===== config.mk =====
export PLATFORM = sky130hd
export DESIGN_NAME = char_lcd_nibble_interface
export DESIGN_NICKNAME = d
export VERILOG_FILES = /design/src/design/clni_pkg.sv /design/src/design/clni_fifo.sv /design/src/design/clni_front.sv /design/src/design/clni_back.sv /design/src/design/char_lcd_nibble_interface.sv
export SDC_FILE = /design/constraint.sdc
export NUM_CORES = 1
export LEC_CHECK = 0
export ABC_CLOCK_PERIOD_IN_PS = 3800
export BUFFER_PORTS_ARGS = -buffer_cell sky130_fd_sc_hd__buf_2
export CORE_UTILIZATION = 60
export CTS_CLUSTER_DIAMETER = 30
export CTS_CLUSTER_SIZE = 16
export DETAILED_ROUTE_END_ITERATION = 10
export PLACE_DENSITY = 0.81
export SYNTH_ARGS = -nofsm -noshare
export SYNTH_HDL_FRONTEND = slang
export SYNTH_SLANG_ARGS = --single-unit

===== constraint.sdc =====
create_clock -name i_clk -period 3.8 [get_ports i_clk]
set_input_delay 0.76 -clock i_clk [delete_from_list [all_inputs] [get_ports i_clk]]
set_output_delay 0.76 -clock i_clk [all_outputs]
set_load 0.02 [all_outputs]

===== src/design/clni_pkg.sv =====
// shared types, constants and helper functions for the character lcd nibble interface
package clni_pkg;

    // register file and bus widths
    localparam int CFG_W             = 16;
    localparam int NUM_REGS          = 7;
    localparam int APB_ADDR_W        = 5;
    localparam int APB_DATA_W        = 32;
    localparam int COUNTER_WIDTH_DEF = 16;

    // stream widths
    localparam int IN_TDATA_W  = 8;
    localparam int IN_TUSER_W  = 2;
    localparam int OUT_TDATA_W = 16;

    // front-to-back queue
    localparam int QUEUE_DEPTH = 4;
    localparam int QPTR_W      = 2;

    // command codes carried in tuser
    localparam logic [1:0] CMD_TICK  = 2'd0;
    localparam logic [1:0] CMD_START = 2'd1;
    localparam logic [1:0] CMD_INSTR = 2'd2;
    localparam logic [1:0] CMD_CHAR  = 2'd3;

    // register indexes
    localparam logic [2:0] REG_POWER_ON     = 3'd0;
    localparam logic [2:0] REG_FIRST_RETRY  = 3'd1;
    localparam logic [2:0] REG_SECOND_RETRY = 3'd2;
    localparam logic [2:0] REG_EN_HIGH      = 3'd3;
    localparam logic [2:0] REG_EN_LOW       = 3'd4;
    localparam logic [2:0] REG_SHORT_SETTLE = 3'd5;
    localparam logic [2:0] REG_LONG_SETTLE  = 3'd6;

    // register reset values
    localparam logic [CFG_W-1:0] RST_POWER_ON     = 16'd50000;
    localparam logic [CFG_W-1:0] RST_FIRST_RETRY  = 16'd5000;
    localparam logic [CFG_W-1:0] RST_SECOND_RETRY = 16'd200;
    localparam logic [CFG_W-1:0] RST_EN_HIGH      = 16'd50;
    localparam logic [CFG_W-1:0] RST_EN_LOW       = 16'd50;
    localparam logic [CFG_W-1:0] RST_SHORT_SETTLE = 16'd50;
    localparam logic [CFG_W-1:0] RST_LONG_SETTLE  = 16'd2000;

    // init sequence bytes
    localparam logic [7:0] INIT_WAKE     = 8'h30;
    localparam logic [7:0] INIT_4BIT     = 8'h20;
    localparam logic [7:0] INIT_FUNC_SET = 8'h28;
    localparam logic [7:0] INIT_DISP_OFF = 8'h08;
    localparam logic [7:0] INIT_CLEAR    = 8'h01;
    localparam logic [7:0] INIT_ENTRY    = 8'h06;
    localparam logic [7:0] INIT_DISP_ON  = 8'h0F;

    // instructions below this code need the long settle
    localparam logic [7:0] LONG_LIMIT = 8'h04;

    typedef struct packed {
        logic [CFG_W-1:0] power_on_wait;
        logic [CFG_W-1:0] first_retry_wait;
        logic [CFG_W-1:0] second_retry_wait;
        logic [CFG_W-1:0] enable_high_time;
        logic [CFG_W-1:0] enable_low_time;
        logic [CFG_W-1:0] short_settle;
        logic [CFG_W-1:0] long_settle;
    } t_cfg;

    // classified request as it travels through the queue
    typedef struct packed {
        logic       is_tick;
        logic       is_start;
        logic       sel;
        logic       long_settle;
        logic [7:0] payload;
    } t_req;

    // result item, packed so that the nibble lands in the lowest bits
    typedef struct packed {
        logic       accepted;
        logic       busy;
        logic       read_write;
        logic       enable_line;
        logic       reg_select;
        logic [3:0] data_nibble;
    } t_result;

    function automatic logic [7:0] init_byte(input logic [3:0] step);
        logic [7:0] b;
        case (step)
            4'd4:    b = INIT_4BIT;
            4'd5:    b = INIT_FUNC_SET;
            4'd6:    b = INIT_DISP_OFF;
            4'd7:    b = INIT_CLEAR;
            4'd8:    b = INIT_ENTRY;
            4'd9:    b = INIT_DISP_ON;
            default: b = INIT_WAKE;
        endcase
        return b;
    endfunction

    function automatic logic is_long(input logic sel, input logic [7:0] b);
        return !sel && (b < LONG_LIMIT);
    endfunction

endpackage


===== src/design/clni_fifo.sv =====
// short request queue between the front and the back
module clni_fifo (
    input  logic          i_clk,
    input  logic          i_rst_n,
    input  logic          i_push,
    input  clni_pkg::t_req i_data,
    input  logic          i_pop,
    output clni_pkg::t_req o_data,
    output logic          o_full,
    output logic          o_empty
);
    import clni_pkg::*;

    t_req              r_mem [QUEUE_DEPTH];
    logic [QPTR_W-1:0] r_wr_ptr;
    logic [QPTR_W-1:0] r_rd_ptr;
    logic [QPTR_W:0]   r_count;

    assign o_data  = r_mem[r_rd_ptr];
    assign o_full  = (r_count == (QPTR_W+1)'(QUEUE_DEPTH));
    assign o_empty = (r_count == '0);

    always_ff @(posedge i_clk) begin
        if (i_push) begin
            r_mem[r_wr_ptr] <= i_data;
        end
    end

    always_ff @(posedge i_clk) begin
        if (!i_rst_n) begin
            r_wr_ptr <= '0;
            r_rd_ptr <= '0;
            r_count  <= '0;
        end else begin
            if (i_push) begin
                r_wr_ptr <= r_wr_ptr + QPTR_W'(1);
            end
            if (i_pop) begin
                r_rd_ptr <= r_rd_ptr + QPTR_W'(1);
            end
            if (i_push && !i_pop) begin
                r_count <= r_count + (QPTR_W+1)'(1);
            end else if (!i_push && i_pop) begin
                r_count <= r_count - (QPTR_W+1)'(1);
            end
        end
    end

endmodule


===== src/design/clni_front.sv =====
// input side: takes stream transactions and classifies them into queue requests
module clni_front (
    input  logic                             i_s_axis_tvalid,
    output logic                             o_s_axis_tready,
    input  logic [clni_pkg::IN_TDATA_W-1:0]  i_s_axis_tdata,  // [7:0] payload
    input  logic [clni_pkg::IN_TUSER_W-1:0]  i_s_axis_tuser,  // [1:0] command
    input  logic                             i_full,
    output logic                             o_push,
    output clni_pkg::t_req                   o_req
);
    import clni_pkg::*;

    assign o_s_axis_tready = !i_full;
    assign o_push          = i_s_axis_tvalid && !i_full;

    always_comb begin
        o_req.is_tick     = (i_s_axis_tuser == CMD_TICK);
        o_req.is_start    = (i_s_axis_tuser == CMD_START);
        o_req.sel         = (i_s_axis_tuser == CMD_CHAR);
        o_req.payload     = i_s_axis_tdata;
        // settle class is known as soon as the byte is seen
        o_req.long_settle = is_long(o_req.sel, i_s_axis_tdata);
    end

endmodule


===== src/design/clni_back.sv =====
// execution side: lcd sequencer, wait counter and output register
module clni_back #(
    parameter int COUNTER_WIDTH = clni_pkg::COUNTER_WIDTH_DEF
) (
    input  logic                              i_clk,
    input  logic                              i_rst_n,
    input  logic                              i_req_valid,
    input  clni_pkg::t_req                    i_req,
    output logic                              o_pop,
    input  clni_pkg::t_cfg                    i_cfg,
    output logic                              o_m_axis_tvalid,
    input  logic                              i_m_axis_tready,
    output logic [clni_pkg::OUT_TDATA_W-1:0]  o_m_axis_tdata
);
    import clni_pkg::*;

    localparam logic [2:0] PH_IDLE    = 3'd0;
    localparam logic [2:0] PH_POWER   = 3'd1;
    localparam logic [2:0] PH_EN_HIGH = 3'd2;
    localparam logic [2:0] PH_EN_LOW  = 3'd3;
    localparam logic [2:0] PH_SETTLE  = 3'd4;

    localparam logic [3:0]  INIT_LAST        = 4'd9;
    localparam logic [3:0]  INIT_SINGLE_LAST = 4'd4;
    localparam logic [31:0] CNT_MAX          = 32'((64'd1 << COUNTER_WIDTH) - 64'd1);

    logic [2:0]               r_phase,     n_phase;
    logic [COUNTER_WIDTH-1:0] r_wait,      n_wait;
    logic [7:0]               r_held_byte, n_held_byte;
    logic                     r_held_sel,  n_held_sel;
    logic                     r_held_long, n_held_long;
    logic                     r_low_next,  n_low_next;
    logic [3:0]               r_init_step, n_init_step;
    logic [3:0]               r_pin,       n_pin;
    logic                     r_en,        n_en;
    logic                     r_out_valid;
    t_result                  r_out_data;

    logic        busy;
    logic        n_accepted;
    logic        n_load;
    logic [CFG_W-1:0] n_load_val;
    logic [31:0] load32;
    logic [3:0]  step_inc;
    logic [CFG_W-1:0] settle_val;
    logic        do_begin;
    logic [7:0]  begin_byte;
    logic        begin_sel;
    logic        begin_single;
    logic        begin_long;
    t_result     result;

    assign o_pop           = i_req_valid && (!r_out_valid || i_m_axis_tready);
    assign o_m_axis_tvalid = r_out_valid;
    assign o_m_axis_tdata  = OUT_TDATA_W'(r_out_data);

    assign busy     = (r_phase != PH_IDLE);
    assign step_inc = r_init_step + 4'd1;

    always_comb begin
        if (r_init_step == 4'd1) begin
            settle_val = i_cfg.first_retry_wait;
        end else if (r_init_step == 4'd2) begin
            settle_val = i_cfg.second_retry_wait;
        end else if (r_init_step == 4'd3 || r_init_step == 4'd4) begin
            settle_val = i_cfg.short_settle;
        end else if (r_held_long) begin
            settle_val = i_cfg.long_settle;
        end else begin
            settle_val = i_cfg.short_settle;
        end
    end

    always_comb begin
        n_phase      = r_phase;
        n_wait       = r_wait;
        n_held_byte  = r_held_byte;
        n_held_sel   = r_held_sel;
        n_held_long  = r_held_long;
        n_low_next   = r_low_next;
        n_init_step  = r_init_step;
        n_pin        = r_pin;
        n_en         = r_en;
        n_accepted   = 1'b0;
        n_load       = 1'b0;
        n_load_val   = '0;
        do_begin     = 1'b0;
        begin_byte   = i_req.payload;
        begin_sel    = i_req.sel;
        begin_single = 1'b0;
        begin_long   = i_req.long_settle;
        load32       = '0;

        if (i_req.is_tick) begin
            if (busy) begin
                if (r_wait > COUNTER_WIDTH'(1)) begin
                    n_wait = r_wait - COUNTER_WIDTH'(1);
                end else begin
                    unique case (r_phase)
                        PH_POWER: begin
                            n_init_step  = 4'd1;
                            do_begin     = 1'b1;
                            begin_byte   = init_byte(4'd1);
                            begin_sel    = 1'b0;
                            begin_single = 1'b1;
                            begin_long   = is_long(1'b0, init_byte(4'd1));
                        end
                        PH_EN_HIGH: begin
                            n_en       = 1'b0;
                            n_phase    = PH_EN_LOW;
                            n_load     = 1'b1;
                            n_load_val = i_cfg.enable_low_time;
                        end
                        PH_EN_LOW: begin
                            if (r_low_next) begin
                                n_low_next = 1'b0;
                                n_pin      = r_held_byte[3:0];
                                n_en       = 1'b1;
                                n_phase    = PH_EN_HIGH;
                                n_load     = 1'b1;
                                n_load_val = i_cfg.enable_high_time;
                            end else begin
                                n_phase    = PH_SETTLE;
                                n_load     = 1'b1;
                                n_load_val = settle_val;
                            end
                        end
                        PH_SETTLE: begin
                            if (r_init_step >= 4'd1 && r_init_step < INIT_LAST) begin
                                n_init_step  = step_inc;
                                do_begin     = 1'b1;
                                begin_byte   = init_byte(step_inc);
                                begin_sel    = 1'b0;
                                begin_single = (step_inc <= INIT_SINGLE_LAST);
                                begin_long   = is_long(1'b0, init_byte(step_inc));
                            end else begin
                                n_init_step = '0;
                                n_phase     = PH_IDLE;
                                n_wait      = '0;
                            end
                        end
                        default: begin
                            n_phase     = PH_IDLE;
                            n_en        = 1'b0;
                            n_init_step = '0;
                            n_wait      = '0;
                        end
                    endcase
                end
            end
        end else if (!busy) begin
            n_accepted = 1'b1;
            if (i_req.is_start) begin
                n_held_sel  = 1'b0;
                n_en        = 1'b0;
                n_low_next  = 1'b0;
                n_init_step = '0;
                n_phase     = PH_POWER;
                n_load      = 1'b1;
                n_load_val  = i_cfg.power_on_wait;
            end else begin
                n_init_step = '0;
                do_begin    = 1'b1;
            end
        end

        // common start of a byte: high nibble with enable raised
        if (do_begin) begin
            n_held_byte = begin_byte;
            n_held_sel  = begin_sel;
            n_held_long = begin_long;
            n_pin       = begin_byte[7:4];
            n_en        = 1'b1;
            n_low_next  = !begin_single;
            n_phase     = PH_EN_HIGH;
            n_load      = 1'b1;
            n_load_val  = i_cfg.enable_high_time;
        end

        // saturate the loaded wait to the counter range
        if (n_load) begin
            load32 = 32'(n_load_val);
            n_wait = (load32 > CNT_MAX) ? CNT_MAX[COUNTER_WIDTH-1:0]
                                        : load32[COUNTER_WIDTH-1:0];
        end

        result.accepted    = n_accepted;
        result.busy        = (n_phase != PH_IDLE);
        result.read_write  = 1'b0;
        result.enable_line = n_en;
        result.reg_select  = n_held_sel;
        result.data_nibble = n_pin;
    end

    always_ff @(posedge i_clk) begin
        if (!i_rst_n) begin
            r_phase     <= PH_IDLE;
            r_wait      <= '0;
            r_held_byte <= '0;
            r_held_sel  <= 1'b0;
            r_held_long <= 1'b0;
            r_low_next  <= 1'b0;
            r_init_step <= '0;
            r_pin       <= '0;
            r_en        <= 1'b0;
            r_out_valid <= 1'b0;
        end else if (o_pop) begin
            r_phase     <= n_phase;
            r_wait      <= n_wait;
            r_held_byte <= n_held_byte;
            r_held_sel  <= n_held_sel;
            r_held_long <= n_held_long;
            r_low_next  <= n_low_next;
            r_init_step <= n_init_step;
            r_pin       <= n_pin;
            r_en        <= n_en;
            r_out_valid <= 1'b1;
        end else if (i_m_axis_tready) begin
            r_out_valid <= 1'b0;
        end
    end

    always_ff @(posedge i_clk) begin
        if (o_pop) begin
            r_out_data <= result;
        end
    end

endmodule


===== src/design/char_lcd_nibble_interface.sv =====
// top level of the character lcd 4-bit bus driver
//
// drives a character lcd over a 4-bit data bus. time only moves on tick
// transactions (tuser command 0, one microsecond each); start (1) runs the
// power-up sequence, instruction (2) and character (3) send the tdata byte
// as high then low nibble with an enable pulse each, followed by a settle
// time (long for instructions below 0x04). start and send requests that
// arrive while busy are refused and reported with accepted = 0. every input
// transaction produces exactly one result transaction showing the lcd pins
// after that item. throughput is one transaction per clock while the result
// stream is not stalled: the front classifies and pushes into a 4-entry
// queue, the back sequencer handles one queued item per cycle with a single
// decrement-and-compare of the wait counter, and the queue lets input flow
// continue while a result waits, until the queue fills. an input passes
// through the queue and then the back's output register to the result.
// wait registers are written over apb at byte address 4*index; waits longer
// than the wait counter saturate, and a wait of zero lasts one tick.
module char_lcd_nibble_interface #(
    parameter int COUNTER_WIDTH = clni_pkg::COUNTER_WIDTH_DEF
) (
    input  logic                              i_clk,
    input  logic                              i_rst_n,
    // input stream
    input  logic                              i_s_axis_tvalid,
    output logic                              o_s_axis_tready,
    input  logic [clni_pkg::IN_TDATA_W-1:0]   i_s_axis_tdata,  // [7:0] payload
    input  logic [clni_pkg::IN_TUSER_W-1:0]   i_s_axis_tuser,  // [1:0] command
    // result stream
    output logic                              o_m_axis_tvalid,
    input  logic                              i_m_axis_tready,
    // [3:0] data_nibble, [4] reg_select, [5] enable_line, [6] read_write,
    // [7] busy_res, [8] accepted, [15:9] zero
    output logic [clni_pkg::OUT_TDATA_W-1:0]  o_m_axis_tdata,
    // register port
    input  logic                              psel,
    input  logic                              penable,
    input  logic                              pwrite,
    input  logic [clni_pkg::APB_ADDR_W-1:0]   paddr,
    input  logic [clni_pkg::APB_DATA_W-1:0]   pwdata,
    output logic [clni_pkg::APB_DATA_W-1:0]   prdata,
    output logic                              pready
);
    import clni_pkg::*;

    t_cfg       r_cfg;
    logic       cfg_wr;
    logic [2:0] reg_idx;

    logic       push;
    t_req       front_req;
    t_req       queue_req;
    logic       queue_full;
    logic       queue_empty;
    logic       pop;

    // register file, writes complete in the access phase
    assign pready  = 1'b1;
    assign cfg_wr  = psel && penable && pwrite && pready;
    assign reg_idx = paddr[APB_ADDR_W-1:2];

    always_ff @(posedge i_clk) begin
        if (!i_rst_n) begin
            r_cfg.power_on_wait     <= RST_POWER_ON;
            r_cfg.first_retry_wait  <= RST_FIRST_RETRY;
            r_cfg.second_retry_wait <= RST_SECOND_RETRY;
            r_cfg.enable_high_time  <= RST_EN_HIGH;
            r_cfg.enable_low_time   <= RST_EN_LOW;
            r_cfg.short_settle      <= RST_SHORT_SETTLE;
            r_cfg.long_settle       <= RST_LONG_SETTLE;
        end else if (cfg_wr) begin
            unique case (reg_idx)
                REG_POWER_ON:     r_cfg.power_on_wait     <= pwdata[CFG_W-1:0];
                REG_FIRST_RETRY:  r_cfg.first_retry_wait  <= pwdata[CFG_W-1:0];
                REG_SECOND_RETRY: r_cfg.second_retry_wait <= pwdata[CFG_W-1:0];
                REG_EN_HIGH:      r_cfg.enable_high_time  <= pwdata[CFG_W-1:0];
                REG_EN_LOW:       r_cfg.enable_low_time   <= pwdata[CFG_W-1:0];
                REG_SHORT_SETTLE: r_cfg.short_settle      <= pwdata[CFG_W-1:0];
                REG_LONG_SETTLE:  r_cfg.long_settle       <= pwdata[CFG_W-1:0];
                default: ;  // unmapped address, write dropped
            endcase
        end
    end

    always_comb begin
        unique case (reg_idx)
            REG_POWER_ON:     prdata = APB_DATA_W'(r_cfg.power_on_wait);
            REG_FIRST_RETRY:  prdata = APB_DATA_W'(r_cfg.first_retry_wait);
            REG_SECOND_RETRY: prdata = APB_DATA_W'(r_cfg.second_retry_wait);
            REG_EN_HIGH:      prdata = APB_DATA_W'(r_cfg.enable_high_time);
            REG_EN_LOW:       prdata = APB_DATA_W'(r_cfg.enable_low_time);
            REG_SHORT_SETTLE: prdata = APB_DATA_W'(r_cfg.short_settle);
            REG_LONG_SETTLE:  prdata = APB_DATA_W'(r_cfg.long_settle);
            default:          prdata = '0;
        endcase
    end

    // front: accept and classify
    clni_front u_front (
        .i_s_axis_tvalid (i_s_axis_tvalid),
        .o_s_axis_tready (o_s_axis_tready),
        .i_s_axis_tdata  (i_s_axis_tdata),
        .i_s_axis_tuser  (i_s_axis_tuser),
        .i_full          (queue_full),
        .o_push          (push),
        .o_req           (front_req)
    );

    // decoupling queue
    clni_fifo u_queue (
        .i_clk   (i_clk),
        .i_rst_n (i_rst_n),
        .i_push  (push),
        .i_data  (front_req),
        .i_pop   (pop),
        .o_data  (queue_req),
        .o_full  (queue_full),
        .o_empty (queue_empty)
    );

    // back: sequencer and result register
    clni_back #(
        .COUNTER_WIDTH (COUNTER_WIDTH)
    ) u_back (
        .i_clk           (i_clk),
        .i_rst_n         (i_rst_n),
        .i_req_valid     (!queue_empty),
        .i_req           (queue_req),
        .o_pop           (pop),
        .i_cfg           (r_cfg),
        .o_m_axis_tvalid (o_m_axis_tvalid),
        .i_m_axis_tready (i_m_axis_tready),
        .o_m_axis_tdata  (o_m_axis_tdata)
    );

endmodule


==> flow_summary.yaml <==
run_status:
  outcome: "finished, final reports clean"
pwr:
  powerDensity_mw_per_mm2: 794
  irDropWorstVdd_uv: 584
  leakage_nw: 5.06
logic_synthesis:
  synth_edf_count: 56
  yosysWarnings: 0
  synthMostInstantiatedCell: "nand2_1"
  synth-async-reset-ratio_pct: 0
  synth_common_cells: "295 x nand2_1, 157 x dfxtp_1, 122 x a21oi_1"
  ys.flop_type: "dfxtp_1"
  synth_top_area_cell: "dfxtp_1"
  ys_ff_latch: 213
  synthCells: 1297
  synth.area.top_cells: "dfxtp_1 28%, edfxtp_1 15%, nand2_1 10%, a21oi_1 5.5%, mux4_2 3.5%"
  ys_seq_area_share_pct: 43.5
  synthDistinctLibCells: 76
  synthDominantCellAreaShare_pct: 28.3
  syn_area_mm2: 0.0111
  avgSynthCellArea_um2: 8.55
layout:
  drive_gt1_share_pct: 16.5
  n_fill_cell: 1380
  syn_to_final_growth_pct: 17.2
  layout.nets: 1426
  post-route-util_pct: 72.1
timing:
  fmax_mhz: 297
  skew_ns: 0.0206
  finalHoldViolations: 0
  fin_tns_setup_ns: 0
  finalSetupViolations: 0
  period_needed_ns: 3.37
  min_period_over_period_pct: 88.7
  worst_pin_slew_ns: 1.08
  holdWs_ns: 0.464
  slew_headroom_pct: 27.3
  rsz0062_at_grt: "false"
  layout_setup_ws_ns: 0.430
  slew_violations: 0
setup_path:
  startpoint_type: "flop"
  crit_fanout: 9
  crit_path_end_kind: "flop"
  required_ns: 4.23
  critPathKind: "flop to flop"
  critical_path_arrival_ns: 3.80
floorplan:
  ios: 105
  die_area_mm2: 0.0190
  start_util_pct: 61.5
  die_x_um: 138
  die_y_um: 138
  num_rows: 49
  core_area_mm2: 0.0180
cts:
  cts_root_buffer: "clkbuf_16"
  clk_pin_slew_ns: 0.05
  htreeDepth: 2
  cts_tree: "built"
  clockBufferDepth: 3
  cts_buffers: 43
  cts.sinks: 213
  clk_latency_ns: 0.52
  cts_resized: 0
  post-cts-setup-buffers: 0
  ctsHoldBuffers: 0
global_route:
  gr-total-overflow: 0
  grt_pass1_vias: 9875
  track_usage_pct: 35.5
  grt_pass1_wl_um: 51500
  antenna_found_initial: 0
  grt_start_max_net_pins: 71
routing:
  via_per_inst: 6.51
  drt_wl_total_um: 33900
  drt_iter0_markers: 1439
  drtPass1Iterations: 8
  wl_per_cell_um: 20.9
  vias: 10500
  ant_nets: 0
  drc: 0
placed_design:
  dp_hpwl_um: 21900
  gp_congestion: 0.969
  post-place-ws_ns: 0.526
  io_buffer_count: 61
run:
  cap_violations: 0
hold_path:
  min_path_type: "input pin to flop"
==> cell families after synthesis <==
| group | Yosys count | synth area share, % |
|---|---|---|
| XOR/XNOR | 12 | 0.948 |
| multiplexers | 68 | 8.22 |
| other | 2 | 0.0677 |
| adder cells (fa/ha/maj) | 13 | 1.53 |
| flip-flops | 213 | 43.5 |
| AO/OA/AOI/OAI | 316 | 17.9 |
| buffers and inverters | 124 | 5.23 |
| AND/OR/NAND/NOR | 549 | 22.6 |
==> layer usage <==
| layer | vias up | wire length, µm | GRT usage [%] |
|---|---|---|---|
| met3 | 156 | 3810 | 9.17 |
| met4 | 0 | 1510 | 19.0 |
| met5 | - | 0 | 0 |
| met2 | 715 | 15600 | 56.0 |
| li1 | 4735 | - | - |
| met1 | 4941 | 12900 | 44.6 |
==> where the power goes <==
group	internal [mW]	switching [mW]	leakage (nW)
Sequential	2.65	0.245	1.79
Combinational	1.41	2.39	2.58
Clock	2.40	1.22	0.684
==> cell usage in the layout, fill, tap and decap left out, types with 12 or more instances in the layout <==
cell       count
a21oi_1      122
a22oi_1       25
and2_1        15
and3_1        17
buf_2         61
buf_4         40
clkbuf_16     44
conb_1        25
dfxtp_1      157
edfxtp_1      56
ha_1          12
inv_1         14
mux2_2        14
mux2i_1       37
mux4_2        17
nand2_1      295
nand3_1       51
nor2_1        81
nor2b_1       14
o211ai_1      15
o21ai_0       54
==> final timing paths <==
kind	start	endpoint	slack, ns	cells past startpoint
worst max register to register	u_back.r_init_step[0]	u_back.r_phase[2]	0.43	9
worst min register to register	u_back.o_m_axis_tvalid	u_back.o_m_axis_tvalid	0.47	2
worst min-delay path	i_s_axis_tdata[0]	u_queue.r_mem[0][0]	0.46	1
worst max-delay path	u_back.r_init_step[0]	u_back.r_phase[2]	0.43	9
==> sequential cells by signal (all words and copies together) (netlist names), 2 cells and up, named ones only <==
register / cells
u_queue.r_count: 3
u_back.r_phase: 3
u_back.o_m_axis_tdata: 8
u_back.r_held_byte: 4
u_queue.r_wr_ptr: 2
u_back.r_wait: 16
r_cfg: 112
u_queue.r_rd_ptr: 2
u_back.r_init_step: 4
u_back.r_pin: 4
u_queue.r_mem: 48
==> stage by stage <==
| step | area [µm²] | cells | power, mW |
|---|---|---|---|
| after global placement | 11600 | 1543 | 6.50 |
| final | 13000 | 1621 | 10.3 |
| after floorplan | 11200 | 1320 | 5.58 |
| after CTS | 13000 | 1620 | 10.2 |
| after global routing | 13000 | 1620 | 10.8 |
| after detailed placement | 11600 | 1543 | 6.56 |
==> critical path: stages (launching register included) <==
cell       delay, ns
dfxtp_1         0.39
inv_1           0.12
ha_1            0.30
or4b_1          0.49
o2111a_1        0.25
o2111ai_1       0.43
nand2_1         0.41
buf_4           0.28
or4_1           0.47
a21oi_1         0.15
==> layout make-up <==
| cell class | instances | area [µm²] | area share, % |
|---|---|---|---|
| well taps | 229 | 287 | 2.21 |
| clock inverters | 22 | 221 | 1.70 |
| clock buffers | 55 | 1180 | 9.10 |
| diodes | 1 | 2.50 | 0.0193 |
| repair buffers | 102 | 626 | 4.82 |
| flip-flops and latches | 213 | 4820 | 37.1 |
| multi-input cells | 983 | 5790 | 44.6 |
| inverters | 16 | 60.1 | 0.462 |
(Power assumes the default switching activity.)
